==> config.mk <==
export PLATFORM = sky130hd
export DESIGN_NAME = battery_monitor_poll_and_response
export DESIGN_NICKNAME = d
export VERILOG_FILES = /design/src/bmpr_pkg.sv /design/src/bmpr_poll.sv /design/src/bmpr_track.sv /design/src/bmpr_rx.sv /design/src/battery_monitor_poll_and_response.sv
export SDC_FILE = /design/constraint.sdc
export NUM_CORES = 1
export LEC_CHECK = 0
export BUFFER_PORTS_ARGS = -buffer_cell sky130_fd_sc_hd__buf_2
export CORE_MARGIN = 5
export CORE_UTILIZATION = 50
export CTS_CLUSTER_SIZE = 8
export DETAILED_ROUTE_END_ITERATION = 7
export PLACE_DENSITY = 0.71
export SYNTH_ARGS = -nofsm -noshare
export SYNTH_HDL_FRONTEND = slang
export SYNTH_SLANG_ARGS = --single-unit
==> constraint.sdc <==
create_clock -name clk_i -period 14.83 [get_ports clk_i]
set_input_delay 2.966 -clock clk_i [delete_from_list [all_inputs] [get_ports clk_i]]
set_output_delay 2.966 -clock clk_i [all_outputs]
set_load 0.1 [all_outputs]
==> src/bmpr_pkg.sv <==
// Package: shared types and constants of the battery monitor poll and reply block.
package bmpr_pkg;

  // Reply packet markers, low byte first on the wire.
  localparam logic [15:0] MK_BASE   = 16'hF0CC;
  localparam logic [15:0] MK_SWITCH = 16'hF2CC;
  localparam logic [15:0] MK_HEAT   = 16'hF3CC;
  localparam logic [15:0] MK_PROT   = 16'hF9CC;
  localparam logic [15:0] MK_NONE   = 16'h0000;

  // Query codes and their checksum bytes.
  localparam logic [7:0] CODE_HEAT    = 8'hC2;
  localparam logic [7:0] CHECK_HEAT   = 8'h46;
  localparam logic [7:0] CODE_SWITCH  = 8'hC1;
  localparam logic [7:0] CHECK_SWITCH = 8'hCE;
  localparam logic [7:0] CODE_PROT    = 8'hC4;
  localparam logic [7:0] CHECK_PROT   = 8'h4F;

  localparam logic [7:0] INTERVAL_RESET = 8'd10;

  localparam int unsigned OUT_DATA_W = 136;

  typedef enum logic [1:0] {
    ST_ISSUED  = 2'd0,
    ST_BUSY    = 2'd1,
    ST_BYTE    = 2'd2,
    ST_PKT_END = 2'd3
  } status_e;

  // Command issued by the poll sequencer.
  typedef struct packed {
    logic        issue;
    logic [7:0]  code;
    logic [7:0]  check;
    logic [15:0] exp_first;
    logic [15:0] exp_second;
  } poll_t;

  // Packet completion seen by the reply tracker.
  typedef struct packed {
    logic        done;
    logic [15:0] marker;
  } pkt_end_t;

  // Committed measurements.
  typedef struct packed {
    logic [3:0]  flags;
    logic [15:0] temperature;
    logic [15:0] cycles;
    logic [23:0] capacity;
    logic [23:0] current;
    logic [23:0] voltage;
    logic [7:0]  charge;
  } meas_t;

endpackage

==> src/bmpr_poll.sv <==
// Poll sequencer: poll counter and query selection.
module bmpr_poll import bmpr_pkg::*; (
  input  logic       clk_i,
  input  logic       rst_ni,
  input  logic       req_i,
  input  logic       awaiting_i,
  input  logic [7:0] interval_i,
  output poll_t      poll_o
);

  logic [7:0] count_q, count_d, count_inc;

  always_comb begin
    count_inc       = count_q + 8'd1;
    count_d         = count_q;
    poll_o          = '0;
    poll_o.issue    = req_i & ~awaiting_i;
    if (count_inc < interval_i) begin
      poll_o.exp_first = MK_BASE;
      if (count_inc[0]) begin
        poll_o.code       = CODE_HEAT;
        poll_o.check      = CHECK_HEAT;
        poll_o.exp_second = MK_HEAT;
      end else begin
        poll_o.code       = CODE_SWITCH;
        poll_o.check      = CHECK_SWITCH;
        poll_o.exp_second = MK_SWITCH;
      end
      count_d = count_inc;
    end else begin
      poll_o.code       = CODE_PROT;
      poll_o.check      = CHECK_PROT;
      poll_o.exp_first  = MK_PROT;
      poll_o.exp_second = MK_NONE;
      count_d           = '0;
    end
  end

  always_ff @(posedge clk_i or negedge rst_ni) begin
    if (!rst_ni) begin
      count_q <= '0;
    end else if (poll_o.issue) begin
      count_q <= count_d;
    end
  end

endmodule

==> src/bmpr_track.sv <==
// Reply tracker: expected markers, received packet flags and the wait flag.
module bmpr_track import bmpr_pkg::*; (
  input  logic     clk_i,
  input  logic     rst_ni,
  input  logic     step_i,
  input  poll_t    poll_i,
  input  pkt_end_t pkt_i,
  output logic     awaiting_q_o,
  output logic     awaiting_d_o
);

  logic [15:0] exp_first_q, exp_first_d, exp_second_q, exp_second_d;
  logic        awaiting_q, awaiting_d, got_base_q, got_base_d, got_sec_q, got_sec_d;

  always_comb begin
    exp_first_d  = exp_first_q;
    exp_second_d = exp_second_q;
    awaiting_d   = awaiting_q;
    got_base_d   = got_base_q;
    got_sec_d    = got_sec_q;
    if (poll_i.issue) begin
      exp_first_d  = poll_i.exp_first;
      exp_second_d = poll_i.exp_second;
      got_base_d   = 1'b0;
      got_sec_d    = 1'b0;
      awaiting_d   = 1'b1;
    end else if (pkt_i.done) begin
      if (exp_second_q != MK_NONE) begin
        if (pkt_i.marker == exp_first_q) begin
          got_base_d = 1'b1;
        end else if (pkt_i.marker == exp_second_q) begin
          got_sec_d = 1'b1;
        end
        if (got_base_d && got_sec_d) begin
          awaiting_d = 1'b0;
          got_base_d = 1'b0;
          got_sec_d  = 1'b0;
        end
      end else if (pkt_i.marker == exp_first_q) begin
        awaiting_d = 1'b0;
      end
    end
  end

  always_ff @(posedge clk_i or negedge rst_ni) begin
    if (!rst_ni) begin
      exp_first_q  <= '0;
      exp_second_q <= '0;
      awaiting_q   <= 1'b0;
      got_base_q   <= 1'b0;
      got_sec_q    <= 1'b0;
    end else if (step_i) begin
      exp_first_q  <= exp_first_d;
      exp_second_q <= exp_second_d;
      awaiting_q   <= awaiting_d;
      got_base_q   <= got_base_d;
      got_sec_q    <= got_sec_d;
    end
  end

  assign awaiting_q_o = awaiting_q;
  assign awaiting_d_o = awaiting_d;

endmodule

==> src/bmpr_rx.sv <==
// Reply decoder: byte position, packet staging and committed measurements.
module bmpr_rx import bmpr_pkg::*; #(
  parameter int unsigned MAX_PACKET_BYTES = 32
) (
  input  logic     clk_i,
  input  logic     rst_ni,
  input  logic     byte_en_i,
  input  logic [7:0] byte_i,
  input  logic     last_i,
  output pkt_end_t pkt_o,
  output meas_t    meas_d_o
);

  localparam int unsigned PW = $clog2(MAX_PACKET_BYTES + 1);

  logic [PW-1:0] pos_q, pos_d;
  logic [15:0]   mk_q, mk_d;
  logic [23:0]   st0_q, st0_d, st1_q, st1_d, st2_q, st2_d;
  logic [15:0]   st3_q, st3_d, st5_q, st5_d;
  logic [7:0]    st4_q, st4_d;
  logic          acc_q, acc_d;
  meas_t         meas_q, meas_d;

  always_comb begin
    logic start;
    start = (pos_q == '0);
    pos_d = pos_q;
    mk_d  = start ? '0 : mk_q;
    st0_d = start ? '0 : st0_q;
    st1_d = start ? '0 : st1_q;
    st2_d = start ? '0 : st2_q;
    st3_d = start ? '0 : st3_q;
    st4_d = start ? '0 : st4_q;
    st5_d = start ? '0 : st5_q;
    acc_d = start ? 1'b0 : acc_q;
    if (pos_q < PW'(MAX_PACKET_BYTES)) begin
      pos_d = pos_q + PW'(1);
      if (pos_q == PW'(0)) begin
        mk_d = {8'h00, byte_i};
      end else if (pos_q == PW'(1)) begin
        mk_d[15:8] = byte_i;
      end else begin
        unique case (mk_d)
          MK_BASE: begin
            if (pos_q == PW'(2))  st0_d[7:0]   = byte_i;
            if (pos_q == PW'(3))  st0_d[15:8]  = byte_i;
            if (pos_q == PW'(4))  st0_d[23:16] = byte_i;
            if (pos_q == PW'(5))  st1_d[7:0]   = byte_i;
            if (pos_q == PW'(6))  st1_d[15:8]  = byte_i;
            if (pos_q == PW'(7))  st1_d[23:16] = byte_i;
            if (pos_q == PW'(11)) st2_d[7:0]   = byte_i;
            if (pos_q == PW'(12)) st2_d[15:8]  = byte_i;
            if (pos_q == PW'(13)) st2_d[23:16] = byte_i;
            if (pos_q == PW'(14)) st3_d[7:0]   = byte_i;
            if (pos_q == PW'(15)) st3_d[15:8]  = byte_i;
            if (pos_q == PW'(16)) st4_d        = byte_i;
          end
          MK_SWITCH: begin
            if (pos_q == PW'(2)) st0_d[7:0]  = byte_i;
            if (pos_q == PW'(3)) st1_d[7:0]  = byte_i;
            if (pos_q == PW'(5)) st5_d[7:0]  = byte_i;
            if (pos_q == PW'(6)) st5_d[15:8] = byte_i;
          end
          MK_HEAT: begin
            if (pos_q == PW'(8)) st0_d[7:0] = byte_i;
          end
          MK_PROT: begin
            if (pos_q <= PW'(16) && byte_i != 8'h00) acc_d = 1'b1;
          end
          default: ;
        endcase
      end
    end
    if (last_i) pos_d = '0;
  end

  // Commit at packet end from the staging contents including this byte. A poll never
  // commits, whatever its last bit says.
  always_comb begin
    meas_d = meas_q;
    if (byte_en_i && last_i) begin
      unique case (mk_d)
        MK_BASE: begin
          meas_d.voltage  = st0_d;
          meas_d.current  = st1_d;
          meas_d.capacity = st2_d;
          meas_d.cycles   = st3_d;
          meas_d.charge   = st4_d;
        end
        MK_SWITCH: begin
          meas_d.flags[0]    = (st0_d != '0);
          meas_d.flags[1]    = (st1_d != '0);
          meas_d.temperature = st5_d;
        end
        MK_HEAT:  meas_d.flags[2] = (st0_d != '0);
        MK_PROT:  meas_d.flags[3] = acc_d;
        default: ;
      endcase
    end
  end

  always_ff @(posedge clk_i or negedge rst_ni) begin
    if (!rst_ni) begin
      pos_q  <= '0;
      mk_q   <= '0;
      acc_q  <= 1'b0;
      meas_q <= '0;
    end else if (byte_en_i) begin
      pos_q  <= pos_d;
      mk_q   <= mk_d;
      acc_q  <= acc_d;
      meas_q <= meas_d;
    end
  end

  always_ff @(posedge clk_i) begin
    if (byte_en_i) begin
      st0_q <= st0_d;
      st1_q <= st1_d;
      st2_q <= st2_d;
      st3_q <= st3_d;
      st4_q <= st4_d;
      st5_q <= st5_d;
    end
  end

  assign pkt_o.done   = byte_en_i & last_i;
  assign pkt_o.marker = mk_d;
  assign meas_d_o     = meas_d;

endmodule

==> src/battery_monitor_poll_and_response.sv <==
// Top level: battery monitor poll sequencer and reply decoder with stream ports.
//
//  Channel   Direction  Handshake                       Content
//  s_axis    in         s_axis_tvalid / s_axis_tready   poll request or one reply byte
//  m_axis    out        m_axis_tvalid / m_axis_tready   status, issued frame, measurements
//  cfg       in         cfg_valid_i / cfg_ready_o       protection interval register
//
// Each input transaction is captured in an input register and processed, once the
// result register is free or being emptied, by a single pass of combinational logic,
// which updates the state and loads the result register. One transaction per cycle is
// sustained while m_axis does not stall. A stall on m_axis holds the result register
// and, through it, the input register, so neither side loses data. Reset clears all
// control state and the committed measurements; the interval register returns to ten.
// The configuration port is always ready.
module battery_monitor_poll_and_response import bmpr_pkg::*; #(
  parameter int unsigned MAX_PACKET_BYTES = 32
) (
  input  logic                  clk_i,
  input  logic                  rst_ni,
  input  logic                  s_axis_tvalid,
  output logic                  s_axis_tready,
  input  logic [7:0]            s_axis_tdata,   // [7:0] rx_byte
  input  logic                  s_axis_tlast,   // rx_last
  input  logic [0:0]            s_axis_tuser,   // [0] cmd
  output logic                  m_axis_tvalid,
  input  logic                  m_axis_tready,
  // [7:0] tx_code, [15:8] tx_check, [16] awaiting, [24:17] charge_percent,
  // [48:25] voltage_mv, [72:49] current_ma, [96:73] capacity_mah,
  // [112:97] cycle_count, [128:113] temperature, [132:129] pack_flags, rest zero
  output logic [OUT_DATA_W-1:0] m_axis_tdata,
  output logic [1:0]            m_axis_tuser,   // [1:0] status
  input  logic                  cfg_valid_i,
  output logic                  cfg_ready_o,
  input  logic [7:0]            cfg_data_i      // protection_interval
);

  logic       in_valid_q, in_cmd_q, in_last_q;
  logic [7:0] in_byte_q;
  logic       out_valid_q;
  logic [OUT_DATA_W-1:0] out_data_q, out_data_d;
  status_e    out_status_q, status_d;
  logic [7:0] interval_q;
  logic       step;
  logic       awaiting_q, awaiting_d;
  poll_t      poll;
  pkt_end_t   pkt;
  meas_t      meas_d;

  // The pass completes whenever the result register is free or being emptied.
  assign step          = in_valid_q & (~out_valid_q | m_axis_tready);
  assign s_axis_tready = ~in_valid_q | step;
  assign cfg_ready_o   = 1'b1;

  always_ff @(posedge clk_i or negedge rst_ni) begin
    if (!rst_ni) begin
      interval_q <= INTERVAL_RESET;
    end else if (cfg_valid_i) begin
      interval_q <= cfg_data_i;
    end
  end

  // Input register.
  always_ff @(posedge clk_i or negedge rst_ni) begin
    if (!rst_ni) begin
      in_valid_q <= 1'b0;
    end else if (s_axis_tready) begin
      in_valid_q <= s_axis_tvalid;
    end
  end

  always_ff @(posedge clk_i) begin
    if (s_axis_tvalid && s_axis_tready) begin
      in_cmd_q  <= s_axis_tuser[0];
      in_byte_q <= s_axis_tdata;
      in_last_q <= s_axis_tlast;
    end
  end

  bmpr_poll u_poll (
    .clk_i      (clk_i),
    .rst_ni     (rst_ni),
    .req_i      (step & ~in_cmd_q),
    .awaiting_i (awaiting_q),
    .interval_i (interval_q),
    .poll_o     (poll)
  );

  bmpr_rx #(
    .MAX_PACKET_BYTES (MAX_PACKET_BYTES)
  ) u_rx (
    .clk_i     (clk_i),
    .rst_ni    (rst_ni),
    .byte_en_i (step & in_cmd_q),
    .byte_i    (in_byte_q),
    .last_i    (in_last_q),
    .pkt_o     (pkt),
    .meas_d_o  (meas_d)
  );

  bmpr_track u_track (
    .clk_i        (clk_i),
    .rst_ni       (rst_ni),
    .step_i       (step),
    .poll_i       (poll),
    .pkt_i        (pkt),
    .awaiting_q_o (awaiting_q),
    .awaiting_d_o (awaiting_d)
  );

  // Result assembly. Frame bytes are zero unless a command is actually issued.
  always_comb begin
    logic [7:0] code, check;
    code  = poll.issue ? poll.code  : 8'h00;
    check = poll.issue ? poll.check : 8'h00;
    if (!in_cmd_q) begin
      status_d = awaiting_q ? ST_BUSY : ST_ISSUED;
    end else begin
      status_d = in_last_q ? ST_PKT_END : ST_BYTE;
    end
    out_data_d = {3'b000, meas_d.flags, meas_d.temperature, meas_d.cycles,
                  meas_d.capacity, meas_d.current, meas_d.voltage, meas_d.charge,
                  awaiting_d, check, code};
  end

  // Result register.
  always_ff @(posedge clk_i or negedge rst_ni) begin
    if (!rst_ni) begin
      out_valid_q <= 1'b0;
    end else if (step) begin
      out_valid_q <= 1'b1;
    end else if (m_axis_tready) begin
      out_valid_q <= 1'b0;
    end
  end

  always_ff @(posedge clk_i) begin
    if (step) begin
      out_data_q   <= out_data_d;
      out_status_q <= status_d;
    end
  end

  assign m_axis_tvalid = out_valid_q;
  assign m_axis_tdata  = out_data_q;
  assign m_axis_tuser  = out_status_q;

endmodule
==> results.yml <==
outcome:
  status: "completed"
logic_synthesis:
  synth_edf_count: 246
  async_flop_share_pct: 40.0
  syn_area_um2: 18300
  synth_flop_cell: "edfxtp_1"
  synth_top_area_share_pct: 40.3
  yosysWarnings: 0
  yosysMostFrequentCell: "edfxtp_1"
  synth_top_cell_by_area: "edfxtp_1"
  synthTopCellsByArea: "edfxtp_1, dfrtp_1, mux2_2"
  ys_seq_elements: 410
  yosysUniqueCellTypes: 73
  synth_cells: 1429
  synthTopCellsByCount: "edfxtp_1, mux2_2, nand2_1, dfrtp_1, o21ai_0"
  syn_avg_cell_area_um2: 12.8
  yosysSeqAreaShare_pct: 62.7
timing:
  timing.setup.tns_ns: 0
  max-slew-margin-rel_pct: 31.4
  tightest_slew_ns: 1.03
  setup_viol: 0
  clock_skew_ns: 0.0125
  fin_crit_ns: 7.03
  hold_viol_final: 0
  fmax_mhz: 142
  rsz0062_at_grt: "false"
  slew_violations: 0
  period_share_pct: 47.4
grt:
  grt_max_degree: 101
  antenna_found_initial: 0
  grt.overflow.total: 0
  grtUsageTotal_pct: 21.1
  grt_pass1_vias: 12052
  grt_first_pass_wirelength_um: 68900
power_and_ir_drop:
  power_mw: 3.15
  p_per_area_nw_per_um2: 149
  p_leak_nw: 9.00
  ir_drop_v: 0.0000956
setup_path:
  crit_path_frequent_cell: "nand2_1"
  cp.required_ns: 15.14
  crit_fanout: 82
  cp.arrival_ns: 7.34
  path_class: "primary input to flop"
  worstSetupEndpointType: "flop"
  crit_chain: "buf_2 > nand2b_1 > nand2_1 > inv_4 > nand2_1 > inv_4 > nand2_1 > nor4_1 > nand2_4 > buf_4 > mux2_2"
  slowest_stage: "inv_4"
  max_stage_delay_ns: 0.70
  cp-start-kind: "primary input"
routing:
  routed-via-count: 12165
  drcViolationCount: 0
  wl_per_cell_um: 21.0
  routed_via_density: 5.85
  drt_iter0_drc: 909
  dr.max_layer_used: "met4"
  wirelength_um: 43800
  wl_met1_um: 19200
  ant_nets: 0
  drtPass1Iterations: 5
  dr_wl_met2_um: 20200
  dr_wl_met3_um: 3250
floorplan:
  die_w_um: 201
  initial_core_util_pct: 50.3
  core.rowCount: 70
  core-area_um2: 36400
  die_area_um2: 40600
  die_h_um: 201
  ios: 164
layout:
  nFillCells: 2941
  n_antenna_cell: 0
  drive_above_1_share_pct: 29.9
  nets: 1601
  area.growth.synth_to_final_pct: 14.9
clock_tree:
  post_cts_buffers: 0
  postCtsHoldBufs: 0
  cts_buffer_depth: 3
  cts_tree: "built"
  cts_resized: 0
  htree_levels: 2
  cts_buffers: 57
  clk_latency_ns: 0.57
  cts.sinks: 410
  path_clk_slew_ns: 0.05
  clock-root-buffer: "clkbuf_16"
hold_path:
  worst_hold_path_type: "flop to flop"
placement:
  place.gp.congestion: 0.940
  portBuffers: 154
  hpwl_um: 27400
job:
  maxCapViolations: 0
[area by class of cell]
| cell class | instances | area [µm²] | area share, % |
|---|---|---|---|
| Clock inverter | 2 | 21.3 | 0.101 |
| Sequential cell | 410 | 11500 | 54.6 |
| Multi-Input combinational cell | 898 | 6290 | 29.9 |
| Clock buffer | 104 | 1630 | 7.76 |
| Timing Repair Buffer | 174 | 927 | 4.40 |
| Inverter | 25 | 98.8 | 0.470 |
| Tap cell | 468 | 586 | 2.78 |
[placed cells by master, fill, tap and decap left out, drive strengths merged, types with 6 or more instances in the layout]
cell,netlist,final
a21o,6,6
a21oi,32,32
a22o,8,8
a31oi,14,14
and2,12,12
buf,46,174
clkbuf,57,104
conb,2,9
dfrtp,162,162
edfxtp,246,246
ha,12,12
inv,23,23
mux2,227,227
mux2i,7,7
nand2,164,164
nand3,91,91
nand4,8,8
nor2,58,58
nor2b,6,6
nor3,16,16
nor4,15,15
nor4b,7,7
o211ai,7,7
o21ai,102,102
o31ai,10,10
or3,6,6
or4,7,7
[cell families after synthesis]
| kind of cell | count (synthesis) | synth area share (%) |
|---|---|---|
| flops | 410 | 62.7 |
| xor+xnor | 8 | 0.382 |
| compound gates | 217 | 7.44 |
| buf+inv | 128 | 3.15 |
| simple gates | 418 | 11.1 |
| mux | 234 | 14.3 |
| other cells | 2 | 0.0410 |
| fa+ha+maj | 12 | 0.819 |
[worst paths after layout]
kind | start | end | slack [ns] | cells after the start
min | u_rx.meas_q[11] | u_rx.meas_q[11] | 0.47 | 2
min reg2reg | u_rx.meas_q[11] | u_rx.meas_q[11] | 0.47 | 2
max reg2reg | m_axis_tvalid | m_axis_tdata[91] | 9.90 | 10
max | m_axis_tready | m_axis_tdata[91] | 7.80 | 11
min in group asynchronous | rst_ni | in_valid_q | 2.52 | 1
max in group asynchronous | rst_ni | u_rx.meas_q[100] | 10.77 | 2
[registers in the layout (all words and copies together), names as in the netlist, 8 cells and up]
signal / count
u_rx.st0_q: 24
in_byte_q: 8
u_rx.mk_q: 16
u_rx.st2_q: 24
m_axis_tdata: 122
interval_q: 8
u_rx.meas_q: 116
u_rx.st4_q: 8
u_rx.st3_q: 16
u_poll.count_q: 8
u_rx.st5_q: 16
u_rx.st1_q: 24
[critical path, delay by kind of cell]
| kind | cells | cell delay, ns |
|---|---|---|
| buffers and inverters | 4 | 1.90 |
| muxes | 1 | 0.42 |
| and+or+nand+nor | 6 | 1.96 |
[stage by stage]
stage / instance area [µm²] / worst slack [ns] / util (%) / cells / hold slack [ns]
detailed placement: 19400 / 7.27 / 53.2 / 1975 / 0.460
global placement: 19400 / 7.41 / 53.2 / 1975 / 0.451
CTS: 21100 / 7.85 / 57.8 / 2081 / 0.472
global route: 21100 / 7.50 / 57.8 / 2081 / 0.494
finish: 21100 / 7.80 / 57.8 / 2081 / 0.466
floorplan: 18300 / 4.31 / - / 1436 / 0.439
[per-layer routing]
layer	vias to the layer above	GRT usage, %
li1	5551	-
met1	6058	30.3
met2	464	32.5
met3	92	4.14
met4	0	6.86
met5	-	0
[power breakdown]
| group | total, mW | switching, mW | internal (mW) |
|---|---|---|---|
| logic | 0.596 | 0.472 | 0.124 |
| registers | 1.36 | 0.0455 | 1.31 |
| clock network | 1.19 | 0.462 | 0.731 |
| total | 3.15 | 0.979 | 2.17 |
(Power assumes the default switching activity.)
